==> config.mk <==
export PLATFORM = sky130hd
export DESIGN_NAME = tile_map_row_copy_generator_core
export DESIGN_NICKNAME = d
export VERILOG_FILES = /design/src/rtl/core/tmrc_pkg.sv /design/src/rtl/core/tmrc_queue.sv /design/src/rtl/core/tmrc_front.sv /design/src/rtl/core/tmrc_back.sv /design/src/rtl/core/tile_map_row_copy_generator_core.sv
export SDC_FILE = /design/constraint.sdc
export NUM_CORES = 2
export LEC_CHECK = 0
export BUFFER_PORTS_ARGS = -buffer_cell sky130_fd_sc_hd__buf_2
export CORE_UTILIZATION = 59
export CTS_CLUSTER_DIAMETER = 120
export DETAILED_ROUTE_END_ITERATION = 8
export PLACE_DENSITY_LB_ADDON = 0.05
export SKIP_CTS_REPAIR_TIMING = 1
export SYNTH_ARGS = -nofsm -noshare
export SYNTH_HDL_FRONTEND = slang
export SYNTH_SLANG_ARGS = --single-unit
==> constraint.sdc <==
create_clock -name i_clk -period 6.7 [get_ports i_clk]
set_input_delay 0.335 -clock i_clk [delete_from_list [all_inputs] [get_ports i_clk]]
set_output_delay 0.335 -clock i_clk [all_outputs]
set_load 0.03 [all_outputs]
==> src/rtl/core/tmrc_pkg.sv <==
`timescale 1ns / 1ps

package tmrc_pkg;

    // Address space and tile geometry limits
    localparam int ADDR_BITS       = 24;
    localparam int MAX_TILE_DIM    = 64;
    localparam int BYTES_PER_PIXEL = 3;

    // First address past the end of the byte space
    localparam logic [63:0] ADDR_LIMIT = 64'(1) << ADDR_BITS;

    // Job queue between front and back (depth is a power of two)
    localparam int QUEUE_DEPTH = 2;
    localparam int QPTR_W      = $clog2(QUEUE_DEPTH);
    localparam int QCNT_W      = QPTR_W + 1;

    // APB address width: eight registers at word spacing
    localparam int PADDR_W = 5;

    // Register indexes
    typedef enum logic [2:0] {
        REG_TILE_WIDTH    = 3'd0,
        REG_TILE_HEIGHT   = 3'd1,
        REG_TILES_PER_ROW = 3'd2,
        REG_SRC_STRIDE    = 3'd3,
        REG_SRC_HEIGHT    = 3'd4,
        REG_DST_STRIDE    = 3'd5,
        REG_DST_HEIGHT    = 3'd6,
        REG_MAP_COLUMNS   = 3'd7
    } t_reg_idx;

    typedef struct packed {
        logic [6:0]  tile_width;
        logic [6:0]  tile_height;
        logic [8:0]  tiles_per_row;
        logic [13:0] src_stride;
        logic [12:0] src_height;
        logic [13:0] dst_stride;
        logic [12:0] dst_height;
        logic [12:0] map_columns;
    } t_cfg;

    typedef struct packed {
        logic [15:0] tile_id;
        logic [11:0] map_col;
        logic [11:0] map_row;
    } t_req;

    typedef struct packed {
        logic [23:0] src_addr;
        logic [23:0] dst_addr;
        logic [7:0]  row_bytes;
        logic        last_row;
        logic        fault;
    } t_res;

    // Classified tile handed from front to back
    typedef struct packed {
        logic        fault;
        logic [23:0] s_top;
        logic [23:0] d_top;
    } t_job;

endpackage

==> src/rtl/core/tmrc_queue.sv <==
`timescale 1ns / 1ps

module tmrc_queue (
    input  logic          i_clk,
    input  logic          i_rst_n,
    input  logic          i_push,
    input  tmrc_pkg::t_job i_job,
    output logic          o_full,
    input  logic          i_pop,
    output logic          o_valid,
    output tmrc_pkg::t_job o_job
);
    import tmrc_pkg::*;

    t_job              r_mem [QUEUE_DEPTH];
    logic [QPTR_W-1:0] r_wptr;
    logic [QPTR_W-1:0] r_rptr;
    logic [QCNT_W-1:0] r_count;

    assign o_full  = (r_count == QCNT_W'(QUEUE_DEPTH));
    assign o_valid = (r_count != '0);
    assign o_job   = r_mem[r_rptr];

    // Store an entry on push
    always_ff @(posedge i_clk) begin
        if (i_push) begin
            r_mem[r_wptr] <= i_job;
        end
    end

    // Advance pointers and occupancy
    always_ff @(posedge i_clk) begin
        if (!i_rst_n) begin
            r_wptr  <= '0;
            r_rptr  <= '0;
            r_count <= '0;
        end else begin
            if (i_push) begin
                r_wptr <= r_wptr + QPTR_W'(1);
            end
            if (i_pop) begin
                r_rptr <= r_rptr + QPTR_W'(1);
            end
            case ({i_push, i_pop})
                2'b10:   r_count <= r_count + QCNT_W'(1);
                2'b01:   r_count <= r_count - QCNT_W'(1);
                default: r_count <= r_count;
            endcase
        end
    end

endmodule

==> src/rtl/core/tmrc_front.sv <==
`timescale 1ns / 1ps

module tmrc_front (
    input  logic           i_clk,
    input  logic           i_rst_n,
    input  tmrc_pkg::t_cfg i_cfg,
    input  logic           i_start,
    input  tmrc_pkg::t_req i_req,
    output logic           o_busy,
    output logic           o_push,
    output tmrc_pkg::t_job o_job,
    input  logic           i_full
);
    import tmrc_pkg::*;

    typedef enum logic [2:0] {
        S_IDLE,
        S_DIV,
        S_MUL1,
        S_CHK,
        S_MUL2,
        S_OVF,
        S_PUSH
    } t_state;

    t_state      r_state;
    logic [11:0] r_col;
    logic [11:0] r_row;
    logic [15:0] r_quo;
    logic [8:0]  r_rem;
    logic [3:0]  r_cnt;
    logic [14:0] r_tx;
    logic [21:0] r_ty;
    logic [17:0] r_xpos;
    logic [17:0] r_ypos;
    logic [12:0] r_sdiff;
    logic [12:0] r_ddiff;
    logic [17:0] r_tx3;
    logic [20:0] r_x3;
    logic [28:0] r_stop;
    logic [28:0] r_dtop;
    logic        r_fault;

    logic        early_fault;
    logic [9:0]  n_rem_sh;
    logic [9:0]  n_rem_sub;
    logic        n_ge;
    logic        chk_fault;
    logic [29:0] s_end;
    logic [29:0] d_end;
    logic        ovf_fault;
    logic [8:0]  nbytes;

    // Reject bad geometry or a column past the map at accept
    assign early_fault = ({1'b0, i_req.map_col} >= i_cfg.map_columns) ||
                         (i_cfg.tile_width == '0) || (i_cfg.tile_height == '0) ||
                         (i_cfg.tile_width > 7'(MAX_TILE_DIM)) ||
                         (i_cfg.tile_height > 7'(MAX_TILE_DIM)) ||
                         (i_cfg.tiles_per_row == '0);

    // One restoring divide step per cycle
    assign n_rem_sh  = {r_rem, r_quo[15]};
    assign n_ge      = (n_rem_sh >= {1'b0, i_cfg.tiles_per_row});
    assign n_rem_sub = n_rem_sh - {1'b0, i_cfg.tiles_per_row};

    // Tile must lie inside the tileset and the destination bitmap
    assign chk_fault =
        ((23'(r_ty) + 23'(i_cfg.tile_height)) > 23'(i_cfg.src_height)) ||
        (((18'(r_tx) + 18'(i_cfg.tile_width)) * 18'(BYTES_PER_PIXEL))
            > 18'(i_cfg.src_stride)) ||
        ((19'(r_ypos) + 19'(i_cfg.tile_height)) > 19'(i_cfg.dst_height)) ||
        (((21'(r_xpos) + 21'(i_cfg.tile_width)) * 21'(BYTES_PER_PIXEL))
            > 21'(i_cfg.dst_stride));

    // Last byte of the top row must stay inside the address space
    assign nbytes    = 9'(i_cfg.tile_width * BYTES_PER_PIXEL);
    assign s_end     = 30'(r_stop) + 30'(nbytes);
    assign d_end     = 30'(r_dtop) + 30'(nbytes);
    assign ovf_fault = (64'(s_end) > ADDR_LIMIT) || (64'(d_end) > ADDR_LIMIT);

    assign o_busy = (r_state != S_IDLE);
    assign o_push = (r_state == S_PUSH) && !i_full;

    always_comb begin
        o_job.fault = r_fault;
        o_job.s_top = r_fault ? '0 : r_stop[23:0];
        o_job.d_top = r_fault ? '0 : r_dtop[23:0];
    end

    // Sequence one request through divide, placement, checks and queue push
    always_ff @(posedge i_clk) begin
        if (!i_rst_n) begin
            r_state <= S_IDLE;
        end else begin
            case (r_state)
                S_IDLE: begin
                    if (i_start) begin
                        r_col   <= i_req.map_col;
                        r_row   <= i_req.map_row;
                        r_quo   <= i_req.tile_id;
                        r_rem   <= '0;
                        r_cnt   <= '0;
                        r_fault <= early_fault;
                        r_state <= early_fault ? S_PUSH : S_DIV;
                    end
                end
                S_DIV: begin
                    r_rem <= n_ge ? n_rem_sub[8:0] : n_rem_sh[8:0];
                    r_quo <= {r_quo[14:0], n_ge};
                    r_cnt <= r_cnt + 4'd1;
                    if (r_cnt == 4'd15) begin
                        r_state <= S_MUL1;
                    end
                end
                S_MUL1: begin
                    r_tx    <= 15'(r_rem) * 15'(i_cfg.tile_width);
                    r_ty    <= 22'(r_quo) * 22'(i_cfg.tile_height);
                    r_xpos  <= 18'(r_col) * 18'(i_cfg.tile_width);
                    r_ypos  <= 18'(r_row) * 18'(i_cfg.tile_height);
                    r_state <= S_CHK;
                end
                S_CHK: begin
                    r_sdiff <= 13'(i_cfg.src_height - 13'd1 - 13'(r_ty));
                    r_ddiff <= 13'(i_cfg.dst_height - 13'd1 - 13'(r_ypos));
                    r_tx3   <= 18'(r_tx) * 18'(BYTES_PER_PIXEL);
                    r_x3    <= 21'(r_xpos) * 21'(BYTES_PER_PIXEL);
                    r_fault <= chk_fault;
                    r_state <= chk_fault ? S_PUSH : S_MUL2;
                end
                S_MUL2: begin
                    r_stop  <= 29'(i_cfg.src_stride) * 29'(r_sdiff) + 29'(r_tx3);
                    r_dtop  <= 29'(i_cfg.dst_stride) * 29'(r_ddiff) + 29'(r_x3);
                    r_state <= S_OVF;
                end
                S_OVF: begin
                    r_fault <= ovf_fault;
                    r_state <= S_PUSH;
                end
                S_PUSH: begin
                    if (!i_full) begin
                        r_state <= S_IDLE;
                    end
                end
                default: r_state <= S_IDLE;
            endcase
        end
    end

endmodule

==> src/rtl/core/tmrc_back.sv <==
`timescale 1ns / 1ps

module tmrc_back (
    input  logic           i_clk,
    input  logic           i_rst_n,
    input  tmrc_pkg::t_cfg i_cfg,
    input  logic           i_valid,
    input  tmrc_pkg::t_job i_job,
    output logic           o_pop,
    output logic           o_res_valid,
    output tmrc_pkg::t_res o_res
);
    import tmrc_pkg::*;

    typedef enum logic {
        S_IDLE,
        S_ROWS
    } t_state;

    t_state      r_state;
    logic [23:0] r_src;
    logic [23:0] r_dst;
    logic [5:0]  r_cnt;
    logic        r_valid;
    t_res        r_res;

    logic        is_last;
    logic [7:0]  row_bytes;

    assign o_pop       = (r_state == S_IDLE) && i_valid;
    assign o_res_valid = r_valid;
    assign o_res       = r_res;

    assign is_last   = (r_cnt == 6'(i_cfg.tile_height - 7'd1));
    assign row_bytes = 8'(i_cfg.tile_width * BYTES_PER_PIXEL);

    // Take a job and issue one row command a cycle, top row first, or a lone fault result
    always_ff @(posedge i_clk) begin
        if (!i_rst_n) begin
            r_state <= S_IDLE;
            r_valid <= 1'b0;
        end else begin
            case (r_state)
                S_IDLE: begin
                    r_valid <= 1'b0;
                    if (i_valid) begin
                        if (i_job.fault) begin
                            r_valid           <= 1'b1;
                            r_res.src_addr    <= '0;
                            r_res.dst_addr    <= '0;
                            r_res.row_bytes   <= '0;
                            r_res.last_row    <= 1'b1;
                            r_res.fault       <= 1'b1;
                        end else begin
                            r_src   <= i_job.s_top;
                            r_dst   <= i_job.d_top;
                            r_cnt   <= '0;
                            r_state <= S_ROWS;
                        end
                    end
                end
                S_ROWS: begin
                    r_valid         <= 1'b1;
                    r_res.src_addr  <= r_src;
                    r_res.dst_addr  <= r_dst;
                    r_res.row_bytes <= row_bytes;
                    r_res.last_row  <= is_last;
                    r_res.fault     <= 1'b0;
                    r_src           <= r_src - 24'(i_cfg.src_stride);
                    r_dst           <= r_dst - 24'(i_cfg.dst_stride);
                    r_cnt           <= r_cnt + 6'd1;
                    if (is_last) begin
                        r_state <= S_IDLE;
                    end
                end
                default: begin
                    r_state <= S_IDLE;
                    r_valid <= 1'b0;
                end
            endcase
        end
    end

endmodule

==> src/rtl/core/tile_map_row_copy_generator_core.sv <==
`timescale 1ns / 1ps
// Channel   Handshake                     Payload
// request   start, busy (take: start&!busy) i_req  (tile_id, map_col, map_row)
// result    o_res_valid, valid per command o_res  (src/dst addr, bytes, last, fault)
// config    APB psel/penable/pwrite        paddr, pwdata, prdata; pready tied high
//
// The front runs a restoring divide of the tile id by tiles_per_row, then placement,
// range and overflow checks and a push; an entry rejected at accept goes straight
// to the push. The back pops a job, then issues tile_height row commands, one per
// cycle. A full two-entry job queue holds the front (busy stays high), so once a
// tile's rows outlast the front's work per request, the back sets the rate. Synchronous
// active-low reset empties both parts and the queue, restores register defaults; results never stall.

module tile_map_row_copy_generator_core (
    input  logic                           i_clk,
    input  logic                           i_rst_n,
    input  logic                           start,
    output logic                           busy,
    input  tmrc_pkg::t_req                 i_req,
    output logic                           o_res_valid,
    output tmrc_pkg::t_res                 o_res,
    input  logic                           psel,
    input  logic                           penable,
    input  logic                           pwrite,
    input  logic [tmrc_pkg::PADDR_W-1:0]   paddr,
    input  logic [31:0]                    pwdata,
    output logic [31:0]                    prdata,
    output logic                           pready
);
    import tmrc_pkg::*;

    t_cfg     r_cfg;
    t_reg_idx reg_idx;
    logic     cfg_wr;
    logic     q_push;
    logic     q_full;
    logic     q_valid;
    logic     q_pop;
    t_job     push_job;
    t_job     head_job;

    assign pready  = 1'b1;
    assign reg_idx = t_reg_idx'(paddr[PADDR_W-1:2]);
    assign cfg_wr  = psel && penable && pwrite && pready;

    // Write configuration registers
    always_ff @(posedge i_clk) begin
        if (!i_rst_n) begin
            r_cfg.tile_width    <= 7'd16;
            r_cfg.tile_height   <= 7'd16;
            r_cfg.tiles_per_row <= 9'd16;
            r_cfg.src_stride    <= 14'd768;
            r_cfg.src_height    <= 13'd256;
            r_cfg.dst_stride    <= 14'd768;
            r_cfg.dst_height    <= 13'd256;
            r_cfg.map_columns   <= 13'd16;
        end else if (cfg_wr) begin
            case (reg_idx)
                REG_TILE_WIDTH:    r_cfg.tile_width    <= pwdata[6:0];
                REG_TILE_HEIGHT:   r_cfg.tile_height   <= pwdata[6:0];
                REG_TILES_PER_ROW: r_cfg.tiles_per_row <= pwdata[8:0];
                REG_SRC_STRIDE:    r_cfg.src_stride    <= pwdata[13:0];
                REG_SRC_HEIGHT:    r_cfg.src_height    <= pwdata[12:0];
                REG_DST_STRIDE:    r_cfg.dst_stride    <= pwdata[13:0];
                REG_DST_HEIGHT:    r_cfg.dst_height    <= pwdata[12:0];
                REG_MAP_COLUMNS:   r_cfg.map_columns   <= pwdata[12:0];
                default: ;
            endcase
        end
    end

    // Read back the addressed register
    always_comb begin
        case (reg_idx)
            REG_TILE_WIDTH:    prdata = 32'(r_cfg.tile_width);
            REG_TILE_HEIGHT:   prdata = 32'(r_cfg.tile_height);
            REG_TILES_PER_ROW: prdata = 32'(r_cfg.tiles_per_row);
            REG_SRC_STRIDE:    prdata = 32'(r_cfg.src_stride);
            REG_SRC_HEIGHT:    prdata = 32'(r_cfg.src_height);
            REG_DST_STRIDE:    prdata = 32'(r_cfg.dst_stride);
            REG_DST_HEIGHT:    prdata = 32'(r_cfg.dst_height);
            REG_MAP_COLUMNS:   prdata = 32'(r_cfg.map_columns);
            default:           prdata = '0;
        endcase
    end

    tmrc_front u_front (
        .i_clk   (i_clk),
        .i_rst_n (i_rst_n),
        .i_cfg   (r_cfg),
        .i_start (start),
        .i_req   (i_req),
        .o_busy  (busy),
        .o_push  (q_push),
        .o_job   (push_job),
        .i_full  (q_full)
    );

    tmrc_queue u_queue (
        .i_clk   (i_clk),
        .i_rst_n (i_rst_n),
        .i_push  (q_push),
        .i_job   (push_job),
        .o_full  (q_full),
        .i_pop   (q_pop),
        .o_valid (q_valid),
        .o_job   (head_job)
    );

    tmrc_back u_back (
        .i_clk       (i_clk),
        .i_rst_n     (i_rst_n),
        .i_cfg       (r_cfg),
        .i_valid     (q_valid),
        .i_job       (head_job),
        .o_pop       (q_pop),
        .o_res_valid (o_res_valid),
        .o_res       (o_res)
    );

endmodule

==> metrics.cfg <==
[floorplanning]
io_pins = 176
fp.coreArea_mm2 = 0.0921
rows = 111
die-area_mm2 = 0.0945
die_h_um = 307
start_util_pct = 59.8
die-width_um = 307

[timing]
tightest_slew_ps = 1180
setup_viol = 0
slew_viol_final = 0
setup_ws_ps = 259
period_needed_ps = 6440
fin_crit_sh_pct = 96.1
fin_worst_skew_ps = 17.9
fmax_mhz = 155
tns_ps = 0
hold_viol_final = 0
max-slew-margin-rel_pct = 20.7

[placement]
place_congestion = 0.969
dpl.hpwl_um = 116000
dp_slack_ps = 36.2
portBuffers = 136

[logic_synthesis]
syn_area_per_cell_um2 = 9.64
netlist_area_mm2 = 0.0550
syn-instance-count = 5709
synthArstFlopShare_pct = 0
ys_warn_count = 0
synthTopCellsByArea = edfxtp_1, fa_1, ha_1
ys_types = 108
synth_edf_count = 456
synth-seq-cells = 556
yosysSeqAreaShare_pct = 28.5
netlist.area_leader.share_pct = 24.9
yosysTopAreaCell = edfxtp_1
dominantRegCellSynth = edfxtp_1

[pwr]
p_switching_mw = 4.65
p_int_mw = 8.51
power.share.clock_pct = 29.6
power_frac_comb_pct = 34.0
p_leak_nw = 27.3
pwr-share-seq_pct = 36.4
irDropWorstVdd_mv = 0.306
p_per_area_mw_per_mm2 = 217
power_switching_share_pct = 35.3

[clock_network]
clock-sinks = 556
cts_made_buffers = 68
path_clk_slew_ps = 50
clk_latency_ps = 650
cts_tree = yes
ctsHtreeMaxLevel = 3
cts-root-buf = clkbuf_16
clock_path_buffers = 3

[routing]
first_iter_violations = 3419
drt_wl_total_um = 145000
vias_per_cell = 5.73
vias = 41400
wire_per_inst_um = 20.0
drcViolationCount = 0
drt_pass1_iterations = 6
ant_nets = 0

[min_path]
hold_depth = 3
hp-start = i_req[38]
hp-class = in -> reg
hold-path-endpoint = u_front.r_quo[14]

[finish]
drive_gt1_share_pct = 8.25
final_util_pct = 65.8
nets = 7092
synthToLayoutAreaGrowth_pct = 10.0

[setup_path]
path_cells = buf_4, and2_1, fa_1, fa_1, fa_1, fa_1, fa_1, fa_1, ha_1, and2_1, a22oi_2, nand2b_1, a31oi_1, o21ai_1, a211oi_1, nor3_1, a21o_1, a21oi_1, xnor2_1
worst_r2r_path_depth = 19
endpoint_kind = flip-flop
cp-start-kind = flip-flop
crit-reg2reg-launch = u_front.r_ddiff[8]
worst-path-max-fanout = 7
required_ps = 7080
slowest_delay_ps = 580
critical_path_class = reg -> reg
cp_data_arrival_time_ps = 6820
r2r_end = u_front.r_dtop[27]
critPathSlowestCell = fa_1
crit_top_cell = fa_1
r2r_slack_ps = 260

[grt]
grt_pass1_wl_um = 225000
grt_max_degree = 83
grt_usage_pct = 31.0
grt_pass1_vias = 40000
antenna_found_initial = 6
gr-total-overflow = 0

[flow_run]
maxCapViolCount = 0

[run_status]
status = finished, final reports clean

-- cells in the mapped netlist (8+ instances only) --
master / count
a31oi_1: 35
o22ai_1: 11
o21ai_1: 29
nor2b_1: 126
o21bai_1: 40
o211ai_1: 32
o2111ai_1: 8
nand2_1: 810
nor4_1: 17
nor3_1: 61
nand2b_1: 40
o31a_1: 9
nand3_1: 77
buf_4: 20
a211o_1: 10
clkbuf_1: 169
and3_1: 20
a211oi_1: 61
nand4_1: 33
and4_1: 8
or3_1: 37
or2_2: 12
o21a_1: 40
xor2_1: 83
buf_1: 13
a21boi_0: 77
nor2_1: 243
dfxtp_1: 100
o31ai_1: 9
ha_1: 580
fa_1: 508
inv_1: 738
mux4_2: 8
and2_1: 305
a21o_1: 77
o21ai_0: 142
a21oi_1: 226
mux2i_1: 55
nand3b_1: 11
xnor2_1: 219
edfxtp_1: 456
-- layout make-up --
cell class / count / area, µm²
repair buffers: 337 / 2290
flip-flops and latches: 556 / 15700
clock buffers: 93 / 1890
inverters: 739 / 2770
diodes: 2 / 5.00
well taps: 1243 / 1560
fillers: 7593 / 31500
clock inverters: 33 / 473
multi-input cells: 4219 / 35900
-- state kept, by name (all words and copies together), names as in the netlist, 22 cells and up, named ones only --
signal / count
u_front.r_dtop: 28
u_front.r_stop: 28
r_cfg: 90
u_back.o_res: 58
u_queue.r_mem: 98
u_back.r_dst: 24
u_front.r_ty: 22
u_back.r_src: 24
-- worst max path at each step --
stage	start	to	slack, ps	cells past startpoint
after floorplan	r_cfg[54]	u_front.r_stop[27]	260	21
after global placement	u_front.r_ddiff[1]	u_front.r_dtop[27]	140	22
after detailed placement	u_front.r_ddiff[1]	u_front.r_dtop[27]	40	22
after CTS	u_front.r_ddiff[1]	u_front.r_dtop[27]	10	22
after global routing	u_front.r_ddiff[10]	u_front.r_dtop[27]	-40	20
final	u_front.r_ddiff[8]	u_front.r_dtop[27]	260	19
-- power by group through the flow --
stage	logic (mW)	clock network [mW]	registers [mW]
global route	4.99	4.07	4.84
floorplan	3.20	0	4.79
CTS	4.39	3.96	4.79
global placement	4.27	0	4.85
finish	4.47	3.89	4.79
detailed placement	4.36	0	4.86
-- layer usage --
metal | up-vias | GRT usage, % | routed length [µm]
li1 | 19500 | - | -
met1 | 20200 | 42.7 | 62000
met2 | 1358 | 49.3 | 65900
met3 | 279 | 5.33 | 10900
met4 | 0 | 11.0 | 5820
met5 | - | 0 | 0
-- through the flow --
step / hold WS [ps] / total power, mW / instances / instance area (µm²)
2_1_floorplan: 434 / 7.99 / 5726 / 55100
3_3_place_gp: 455 / 9.11 / 7028 / 57500
3_5_place_dp: 466 / 9.22 / 7028 / 57500
4_1_cts: -161 / 13.1 / 7154 / 59800
5_1_grt: 32.3 / 13.9 / 7220 / 60500
6_report: 28.3 / 13.2 / 7222 / 60500
-- cells by family after synthesis --
group,share of synthesized area [%]
XOR/XNOR,4.84
AO/OA/AOI/OAI,10.8
adder cells (fa/ha/maj),31.7
multiplexers,1.45
buffers and inverters,6.71
flip-flops,28.5
other,0.0136
AND/OR/NAND/NOR,16.0
-- layout by cell type, fill, tap and decap left out, drive strengths merged, types with 40 or more instances in the layout --
| cell type | instances |
|---|---|
| and2 | 306 |
| nand3 | 77 |
| o21a | 40 |
| xnor2 | 219 |
| o21ai | 172 |
| nand2 | 811 |
| xor2 | 84 |
| nor2b | 126 |
| mux2i | 55 |
| a21o | 78 |
| dfxtp | 100 |
| a21boi | 84 |
| nor3 | 61 |
| ha | 580 |
| fa | 508 |
| o21bai | 40 |
| clkbuf | 93 |
| inv | 743 |
| nor2 | 244 |
| edfxtp | 456 |
| buf | 300 |
| nand2b | 40 |
| a21oi | 226 |
| a211oi | 62 |
-- worst max-delay path, delay by kind of cell (launching register included) --
| kind | cells | cell delay [ps] |
|---|---|---|
| compound gates | 6 | 1150 |
| simple gates | 4 | 580 |
| buf+inv | 1 | 230 |
| flops | 1 | 550 |
| fa+ha+maj | 7 | 3570 |
| xor+xnor | 1 | 100 |
(Power assumes the default switching activity.)
